[config.mk]
export PLATFORM = sky130hd
export DESIGN_NAME = fraction_reduce_classify
export DESIGN_NICKNAME = d
export VERILOG_FILES = /design/src/sv/frc_pkg.sv /design/src/sv/fraction_reduce_classify.sv /design/src/sv/frc_div.sv
export SDC_FILE = /design/constraint.sdc
export NUM_CORES = 1
export LEC_CHECK = 0
export CAP_MARGIN = 0
export CORE_MARGIN = 2
export CORE_UTILIZATION = 50
export DETAILED_ROUTE_END_ITERATION = 16
export DONT_BUFFER_PORTS = 1
export PLACE_DENSITY = 0.64
export SYNTH_ARGS = -nofsm -noshare
export SYNTH_HDL_FRONTEND = slang
export SYNTH_HIERARCHICAL = 1
export SYNTH_SLANG_ARGS = --single-unit
[constraint.sdc]
create_clock -name clk -period 8.7 [get_ports clk]
set_input_delay 0.435 -clock clk [delete_from_list [all_inputs] [get_ports clk]]
set_output_delay 0.435 -clock clk [all_outputs]
set_load 0.005 [all_outputs]
[src/sv/frc_pkg.sv]
// frc_pkg: shared widths, class codes and sequencer states for the
// fraction reduce and classify block. No dependencies.
`timescale 1ns / 1ps
`default_nettype none

package frc_pkg;

	localparam int DATA_WIDTH = 32;
	localparam int CNT_W      = $clog2(DATA_WIDTH + 1);

	typedef logic [DATA_WIDTH-1:0] word_t;
	typedef logic [CNT_W-1:0]      cnt_t;

	typedef enum logic [1:0] {
		CLASS_NORMAL = 2'd0,
		CLASS_NAN    = 2'd1,
		CLASS_INF    = 2'd2
	} class_t;

	typedef enum logic [2:0] {
		ST_IDLE,
		ST_GCD_CHECK,
		ST_GCD_WAIT,
		ST_DIVN_GO,
		ST_DIVN_WAIT,
		ST_DIVD_GO,
		ST_DIVD_WAIT
	} state_t;

	function automatic class_t classify(input word_t top, input word_t bottom);
		class_t c;
		if (bottom != '0) c = CLASS_NORMAL;
		else if (top == '0) c = CLASS_NAN;
		else c = CLASS_INF;
		return c;
	endfunction

	function automatic word_t negate_if(input word_t v, input logic neg);
		word_t r;
		r = neg ? (~v + word_t'(1)) : v;
		return r;
	endfunction

endpackage

`default_nettype wire

[src/sv/fraction_reduce_classify.sv]
// fraction_reduce_classify: reduces a signed fraction by the gcd of the magnitudes
// and classifies it and its reciprocal. Depends on frc_pkg and frc_div.
// The gcd takes k Euclid remainder steps (k up to 45 at 32 bits); each step and
// each final division runs on one shared bit-serial divider. One request at a
// time: busy is high from accept until done. done is a one-cycle strobe; the
// receiver cannot stall. Reset clears the sequencer.
`timescale 1ns / 1ps
`default_nettype none

module fraction_reduce_classify import frc_pkg::*; (
	input  wire          clk,
	input  wire          arst_n,
	input  wire          start,
	output logic         busy,
	input  word_t        numerator,
	input  word_t        denominator,
	output logic         done,
	output word_t        reduced_num,
	output word_t        reduced_den,
	output logic [1:0]   value_class,
	output word_t        recip_num,
	output word_t        recip_den,
	output logic [1:0]   recip_class
);

	state_t state_q, state_d;
	word_t  x_q, y_q, nmag_q, dmag_q, rn_q;
	logic   nneg_q, dneg_q;
	logic   done_q;
	word_t  rd_q, rnum_q;
	class_t vcls_q, rcls_q;

	logic   div_go;
	word_t  div_a, div_b;
	logic   div_done;
	word_t  div_quot, div_rem;

	word_t  n_in, d_in, t_val;

	assign n_in  = numerator;
	assign d_in  = denominator;
	assign t_val = (x_q == '0) ? word_t'(1) : x_q;

	frc_div u_div (
		.clk       (clk),
		.arst_n    (arst_n),
		.go        (div_go),
		.dividend  (div_a),
		.divisor   (div_b),
		.done      (div_done),
		.quotient  (div_quot),
		.remainder (div_rem)
	);

	always_ff @(posedge clk or negedge arst_n) begin
		if (!arst_n) begin
			state_q <= ST_IDLE;
			done_q  <= 1'b0;
		end else begin
			state_q <= state_d;
			done_q  <= (state_q == ST_DIVD_WAIT) && div_done;
		end
	end

	always_comb begin
		state_d = state_q;
		div_go  = 1'b0;
		div_a   = x_q;
		div_b   = y_q;
		case (state_q)
			ST_IDLE: begin
				if (start) state_d = ST_GCD_CHECK;
			end
			ST_GCD_CHECK: begin
				if (y_q != '0) begin
					div_go  = 1'b1;
					state_d = ST_GCD_WAIT;
				end else begin
					state_d = ST_DIVN_GO;
				end
			end
			ST_GCD_WAIT: begin
				if (div_done) state_d = ST_GCD_CHECK;
			end
			ST_DIVN_GO: begin
				div_go  = 1'b1;
				div_a   = nmag_q;
				div_b   = x_q;
				state_d = ST_DIVN_WAIT;
			end
			ST_DIVN_WAIT: begin
				if (div_done) state_d = ST_DIVD_GO;
			end
			ST_DIVD_GO: begin
				div_go  = 1'b1;
				div_a   = dmag_q;
				div_b   = x_q;
				state_d = ST_DIVD_WAIT;
			end
			ST_DIVD_WAIT: begin
				if (div_done) state_d = ST_IDLE;
			end
			default: begin
				state_d = ST_IDLE;
			end
		endcase
	end

	always_ff @(posedge clk) begin
		case (state_q)
			ST_IDLE: begin
				if (start) begin
					nneg_q <= n_in[DATA_WIDTH-1];
					dneg_q <= d_in[DATA_WIDTH-1];
					nmag_q <= negate_if(n_in, n_in[DATA_WIDTH-1]);
					dmag_q <= negate_if(d_in, d_in[DATA_WIDTH-1]);
					x_q    <= negate_if(n_in, n_in[DATA_WIDTH-1]);
					y_q    <= negate_if(d_in, d_in[DATA_WIDTH-1]);
				end
			end
			ST_GCD_CHECK: begin
				// zero gcd only when both are zero
				if (y_q == '0) x_q <= t_val;
			end
			ST_GCD_WAIT: begin
				if (div_done) begin
					x_q <= y_q;
					y_q <= div_rem;
				end
			end
			ST_DIVN_WAIT: begin
				if (div_done) rn_q <= negate_if(div_quot, nneg_q);
			end
			ST_DIVD_WAIT: begin
				if (div_done) begin
					rd_q   <= negate_if(div_quot, dneg_q);
					rnum_q <= rn_q;
					vcls_q <= classify(nmag_q, dmag_q);
					rcls_q <= classify(dmag_q, nmag_q);
				end
			end
			default: begin
			end
		endcase
	end

	assign busy        = (state_q != ST_IDLE);
	assign done        = done_q;
	assign reduced_num = rnum_q;
	assign reduced_den = rd_q;
	assign value_class = vcls_q;
	assign recip_num   = rd_q;
	assign recip_den   = rnum_q;
	assign recip_class = rcls_q;

endmodule

`default_nettype wire

[src/sv/frc_div.sv]
// frc_div: unsigned restoring divider, one quotient bit per cycle.
// Depends on frc_pkg. Divisor must be nonzero.
`timescale 1ns / 1ps
`default_nettype none

module frc_div import frc_pkg::*; (
	input  wire   clk,
	input  wire   arst_n,
	input  wire   go,
	input  word_t dividend,
	input  word_t divisor,
	output logic  done,
	output word_t quotient,
	output word_t remainder
);

	logic                  run_q;
	logic                  done_q;
	cnt_t                  cnt_q;
	word_t                 rem_q;
	word_t                 quot_q;
	word_t                 dvs_q;
	logic [DATA_WIDTH:0]   trial;
	logic [DATA_WIDTH:0]   diff;

	assign trial = {rem_q, quot_q[DATA_WIDTH-1]};
	assign diff  = trial - {1'b0, dvs_q};

	always_ff @(posedge clk or negedge arst_n) begin
		if (!arst_n) begin
			run_q  <= 1'b0;
			done_q <= 1'b0;
			cnt_q  <= '0;
		end else begin
			done_q <= 1'b0;
			if (go) begin
				run_q <= 1'b1;
				cnt_q <= cnt_t'(DATA_WIDTH);
			end else if (run_q) begin
				cnt_q <= cnt_q - cnt_t'(1);
				if (cnt_q == cnt_t'(1)) begin
					run_q  <= 1'b0;
					done_q <= 1'b1;
				end
			end
		end
	end

	always_ff @(posedge clk) begin
		if (go) begin
			rem_q  <= '0;
			quot_q <= dividend;
			dvs_q  <= divisor;
		end else if (run_q) begin
			if (!diff[DATA_WIDTH]) begin
				rem_q  <= diff[DATA_WIDTH-1:0];
				quot_q <= {quot_q[DATA_WIDTH-2:0], 1'b1};
			end else begin
				rem_q  <= trial[DATA_WIDTH-1:0];
				quot_q <= {quot_q[DATA_WIDTH-2:0], 1'b0};
			end
		end
	end

	assign done      = done_q;
	assign quotient  = quot_q;
	assign remainder = rem_q;

endmodule

`default_nettype wire

==> results.toml, run 1 <==
[status]
outcome = "complete, no violations"

[synth]
synth_seq_area_share_pct = 50.6
synth.distinct_cells = 83
yosys_warnings = 6
synth_top_cell_area_share_pct = 45.7
synth_common_cells = "edfxtp_1, nand2_1, xnor2_1"
postSynthNetCount = 1872
avgSynthCellArea_sq_um = 10.9
yosysMostFrequentCell = "edfxtp_1"
synth_edf_count = 294
async_flop_share_pct = 3.55
ys.flop_type = "edfxtp_1"
synth_top_cell_by_area = "edfxtp_1"
netlist_area_sq_mm = 0.0193
synth.top_cells.by_area = "edfxtp_1, xnor2_1, mux2_2, dfxtp_1, nand2_1"
syn_inst = 1767
synth_seq_cells = 338

[clock_tree]
clock_path_buffers = 3
cts_inserted_buffers = 38
clk_latency_ns = 0.55
ctsResizeCount = 0
clkSinkCount = 338
cts-root-buf = "clkbuf_16"
htreeDepth = 2
clk_pin_slew_worst_paths_ns = 0.06
cts_tree = "done"

[critical_path]
cp_data_arrival_time_ns = 3.97
crit_chain = "inv_1, ha_1, fa_1, nand2b_1, a21o_1, a21oi_2, o311a_4, o21ai_2, nand2_4, xnor2_4, buf_4, mux2i_1, a211oi_1"
cpPeakStageDelay_ns = 0.49
endpoint_kind = "register"
cpMaxStageDelayCell = "buf_4"
cp_max_fo = 36
worstPathRequired_ns = 9.14
crit_type = "reg -> reg"
start_kind = "register"

[power]
p_total_w = 0.00591
clockPowerShare_pct = 28.2
vdd_ir_drop_max_v = 0.000175
p_int_w = 0.00390
p_per_area_mw_per_mm2 = 288
p_seq_share_pct = 38.8
p_sw_w = 0.00201
p_leak_nw = 7.03
swShare_pct = 34.0
combPwrFrac_pct = 33.0

[placed_design]
portBuffers = 0
hpwlAfterDp_um = 39400
finalWeightedCongestion = 0.977
dp_cells = 2123

[sta]
hold_viol = 0
hold_ws_ns = 0.0770
fmax_mhz = 283
worst_slew_pin_slew_ns = 1.32
fin_crit_sh_pct = 40.7
skew_ns = 0.0269
period_minus_slack_ns = 3.54
rsz0062_at_grt = "no"
max-slew-margin-rel_pct = 11.5
setup_violations = 0
slew_violations = 0
fin_tns_setup_ns = 0

[floorplanning]
start_util_pct = 50.3
die_y_um = 201
std_cell_rows = 72
fp.dieArea_sq_mm = 0.0402
io_pins = 201
coreArea_sq_mm = 0.0384
die_w_um = 201

[detailed_routing]
totalWireLength_um = 54400
drtIter0Drc = 1399
drt-pass1-iter-count = 5
ant_nets = 0
wl_per_cell_um = 24.8
drc = 0
vias = 14010
vias_per_cell = 6.37

[finish]
layout-drive-gt1-share_pct = 11.4
nNetsFinal = 1755
diodes = 0
final_cells = 2198
fin_util_pct = 53.5
area_growth_pct = 6.35

[global_routing]
grt_max_degree = 73
grt_pass1_wl_um = 82600
overflow = 0
grt_pass1_vias = 13553
grtUsageTotal_pct = 26.8
antenna_found_initial = 1

[hold_path]
hold_path.class = "in -> reg"

[flow_run]
maxCapViolCount = 0
## stage by stage
stage                     cell area, sq um  worst slack [ns]
final                                20500              5.16
after global routing                 20500              5.03
after CTS                            20500              5.21
after detailed placement             19200              5.27
after global placement               19200              5.39
after floorplan                      19300              4.34
## worst max-delay path: cells and delay by family, from the launching register on
family,cells,cell delay (ns)
buffers and inverters,2,0.56
xor gates and xnor gates,1,0.11
and+or+nand+nor,2,0.34
DFF,1,0.44
AOI/OAI and AO/OA,5,1.10
muxes,1,0.18
adders and majority gates,2,0.63
## power by group through the flow
| stage | clock network [W] | registers, W | logic, W |
|---|---|---|---|
| 2_1_floorplan | 0 | 0.00223 | 0.00164 |
| 3_3_place_gp | 0 | 0.00232 | 0.00190 |
| 3_5_place_dp | 0 | 0.00233 | 0.00193 |
| 4_1_cts | 0.00169 | 0.00230 | 0.00195 |
| 5_1_grt | 0.00176 | 0.00232 | 0.00218 |
| 6_report | 0.00167 | 0.00229 | 0.00195 |
## metal layers
metal  track usage (%)  vias up  part of all wire [%]
met5                 0        -                 0.020
met3              4.87      156                   8.3
li1                  -     6404                     -
met4              12.9        2                   5.0
met2              43.8      646                    47
met1              34.6     6802                    39
## layout by cell type (no fill, tap or decap), types with 10 or more instances in the layout
| master | synthesis | layout |
|---|---|---|
| a32oi_1 | 15 | 15 |
| or4_1 | 30 | 30 |
| nand3b_1 | 10 | 10 |
| nand2b_1 | 23 | 23 |
| nand3_1 | 47 | 47 |
| nand4_1 | 21 | 21 |
| nor4_1 | 49 | 47 |
| mux2i_1 | 29 | 29 |
| and3_1 | 17 | 17 |
| o31ai_1 | 43 | 43 |
| nand2_1 | 140 | 140 |
| o41ai_1 | 21 | 21 |
| or3_1 | 27 | 27 |
| xor2_1 | 17 | 17 |
| buf_4 | 64 | 17 |
| dfxtp_1 | 32 | 32 |
| a22oi_1 | 33 | 33 |
| nor3_1 | 31 | 29 |
| a211oi_1 | 36 | 36 |
| ha_1 | 37 | 37 |
| nor2_1 | 81 | 78 |
| a21oi_1 | 49 | 48 |
| edfxtp_1 | 294 | 294 |
| o21ai_0 | 66 | 66 |
| a31oi_1 | 10 | 10 |
| xnor2_1 | 132 | 132 |
| mux2_2 | 74 | 74 |
| dfrtp_1 | 12 | 11 |
| clkbuf_16 | 0 | 39 |
| inv_1 | 64 | 64 |
| a22o_1 | 15 | 15 |
| a21o_1 | 13 | 13 |
| o211ai_1 | 10 | 10 |
## final cells by class
| type | instances | area (sq um) |
|---|---|---|
| clock inverters | 23 | 277 |
| well taps | 518 | 648 |
| multi-input cells | 1185 | 8420 |
| repair buffers | 22 | 178 |
| fillers | 3378 | 17800 |
| inverters | 65 | 244 |
| clock buffers | 47 | 1020 |
| flip-flops and latches | 338 | 9770 |
## final timing paths
kind                                    start                  to  slack (ns)  cells past startpoint
setup / recovery           u_div/quotient[31]  u_div/remainder[2]        5.16                     13
setup reg to reg           u_div/quotient[31]  u_div/remainder[2]        5.16                     13
min in group asynchronous              arst_n          state_q[0]        0.40                      1
hold reg to reg                      rn_q[20]       recip_den[20]        0.42                      0
hold / removal                  numerator[27]          nmag_q[27]        0.08                      1
max in group asynchronous              arst_n         u_div/run_q        7.79                      1
## cell families (layout without fill, tap and decap cells)
logic type,after synthesis,after routing,share of synthesized area (%)
buf+inv,244,157,6.29
compound gates,376,376,13.8
simple gates,518,518,14.1
xor+xnor,150,150,6.90
flops,338,338,50.6
mux,103,103,5.81
fa+ha+maj,38,38,2.50
## repair_timing
action                    CTS  global route
hold buffers                5             0
hold endpoints to repair   16             0
setup buffers               0             0
Power figures use the tool's default switching activity.
==> run 2, diff against run 1 <==
--- a/config.mk
+++ b/config.mk
@@ -10,7 +10,7 @@
 export CORE_UTILIZATION = 50
 export DETAILED_ROUTE_END_ITERATION = 16
 export DONT_BUFFER_PORTS = 1
-export PLACE_DENSITY = 0.64
+export PLACE_DENSITY = 0.67
 export SYNTH_ARGS = -nofsm -noshare
 export SYNTH_HDL_FRONTEND = slang
 export SYNTH_HIERARCHICAL = 1
==> constraint.sdc (replaced) <==
create_clock -name clk -period 3.2 [get_ports clk]
set_input_delay 0.16 -clock clk [delete_from_list [all_inputs] [get_ports clk]]
set_output_delay 0.16 -clock clk [all_outputs]
set_load 0.005 [all_outputs]
==> results.toml, run 2 (synthesis results as in run 1) <==
[sta]
slew_violations = 0
rsz0062_at_grt = "no"
period_minus_slack_ns = 3.03
fin_crit_sh_pct = 94.6
fin_tns_setup_ns = 0
setup_violations = 0
fmax_mhz = 330
hold_viol = 1
hold_ws_ns = -0.00881
max-slew-margin-rel_pct = 19.9
skew_ns = 0.0207
worst_slew_pin_slew_ns = 1.20

[status]
outcome = "finished with violations"
failed_checks = "hold timing"

[finish]
fin_util_pct = 55.7
area_growth_pct = 10.6
nNetsFinal = 1837
diodes = 0
final_common_cell = "edfxtp_1"
layout-drive-gt1-share_pct = 11.4
final_cells = 2278
mostFrequentLayoutCells = "edfxtp_1, nand2_1, xnor2_1"
fillers = 3236

[detailed_routing]
wl_per_cell_um = 24.6
drc = 0
totalWireLength_um = 56000
ant_nets = 0
drtIter0Drc = 1422
vias_per_cell = 6.39
drt-pass1-iter-count = 5
vias = 14556

[clock_tree]
clock_path_buffers = 3
cts_inserted_buffers = 37
cts-root-buf = "clkbuf_16"
clkSinkCount = 338
htreeDepth = 2
post-cts-setup-buffers = 0
clk_latency_ns = 0.54
cts_tree = "done"
clk_pin_slew_worst_paths_ns = 0.06

[power]
p_leak_nw = 7.37
combPwrFrac_pct = 35.2
p_int_w = 0.0107
p_per_area_mw_per_mm2 = 759
p_seq_share_pct = 38.4
clockPowerShare_pct = 26.4
swShare_pct = 34.3
vdd_ir_drop_max_v = 0.000562
p_sw_w = 0.00556

[global_routing]
grt_pass1_wl_um = 84300
grt_max_degree = 73
grt_pass1_vias = 13621
overflow = 0
antenna_found_initial = 3
grtUsageTotal_pct = 27.2

[floorplanning]
die_w_um = 201
start_util_pct = 50.3
die_y_um = 201
io_pins = 201
coreArea_sq_mm = 0.0384
std_cell_rows = 72
fp.dieArea_sq_mm = 0.0402

[critical_path]
reg2reg_from = "u_div/quotient[31]"
crit_type = "reg -> reg"
r2r_slack_ns = 0.17
cp_data_arrival_time_ns = 3.40
worstPathRequired_ns = 3.57
start_kind = "register"
cp_max_fo = 17
rr_worst_depth = 13
r2r_end = "u_div/remainder[22]"
endpoint_kind = "register"

[placed_design]
dp_cells = 2142
portBuffers = 0
hpwlAfterDp_um = 40000
finalWeightedCongestion = 0.977

[flow_run]
maxCapViolCount = 0

[hold_path]
hold_path.class = "in -> reg"
hold_depth = 1
hold_end = "dmag_q[6]"
min_from = "denominator[6]"
[run 2: final cells by class]
cell class | count | area [sq um] | area share [%]
sequential | 338 | 9770 | 45.7
multi-input combinational | 1185 | 8420 | 39.4
timing repair buffer | 105 | 1070 | 5.02
clock buffer | 45 | 977 | 4.57
tap | 518 | 648 | 3.03
inverter | 65 | 244 | 1.14
clock inverter | 22 | 231 | 1.08
[run 2: power by group through the flow]
| stage | Clock (W) | Sequential (W) | Combinational (W) |
|---|---|---|---|
| floorplan | 0 | 0.00605 | 0.00446 |
| global placement | 0 | 0.00629 | 0.00542 |
| detailed placement | 0 | 0.00631 | 0.00556 |
| CTS | 0.00434 | 0.00622 | 0.00568 |
| global route | 0.00453 | 0.00629 | 0.00628 |
| finish | 0.00428 | 0.00623 | 0.00571 |
[run 2: worst max-delay path: stages, from the launching register on]
cell,delay (ns)
edfxtp_1,0.34
inv_1,0.05
ha_1,0.23
fa_1,0.40
nand2b_1,0.18
a21o_1,0.21
a21oi_2,0.27
o311a_4,0.25
o21ai_2,0.09
nand2_4,0.15
xnor2_4,0.15
buf_12,0.21
mux2i_1,0.23
a211oi_1,0.09
[run 2: per-stage QoR]
| step | total power [W] | hold WS (ns) | worst slack (ns) | area [sq um] |
|---|---|---|---|---|
| after floorplan | 0.0105 | -0.136 | -0.0638 | 19400 |
| after global placement | 0.0117 | -0.135 | 0.338 | 19500 |
| after detailed placement | 0.0119 | -0.135 | 0.224 | 19500 |
| after CTS | 0.0162 | 0.00144 | 0.208 | 21400 |
| after global routing | 0.0171 | 0.00190 | 0.0254 | 21400 |
| final | 0.0162 | -0.00881 | 0.172 | 21400 |
[run 2: how the worst max path moves through the flow]
stage | startpoint | endpoint | cells past startpoint
3_3_place_gp | u_div/dvs_q[18] | u_div/remainder[31] | 11
2_1_floorplan | y_q[8] | x_q[0] | 4
5_1_grt | u_div/dvs_q[18] | u_div/remainder[31] | 11
3_5_place_dp | u_div/dvs_q[18] | u_div/remainder[31] | 11
6_report | u_div/quotient[31] | u_div/remainder[22] | 13
4_1_cts | u_div/quotient[31] | u_div/remainder[22] | 13
[run 2: routing by layer]
metal | up-vias | track usage [%] | wire length, um
li1 | 6564 | - | -
met3 | 172 | 4.03 | 4220
met5 | - | 0 | 32
met4 | 4 | 13.6 | 3040
met1 | 7039 | 36.0 | 22600
met2 | 777 | 43.9 | 26200
[run 2: repair_timing]
item | in CTS | in global routing
setup endpoints to repair | 0 | 1
endpoints found under the hold margin | 109 | 0
gates resized for setup | 0 | 1
hold buffers | 69 | 0
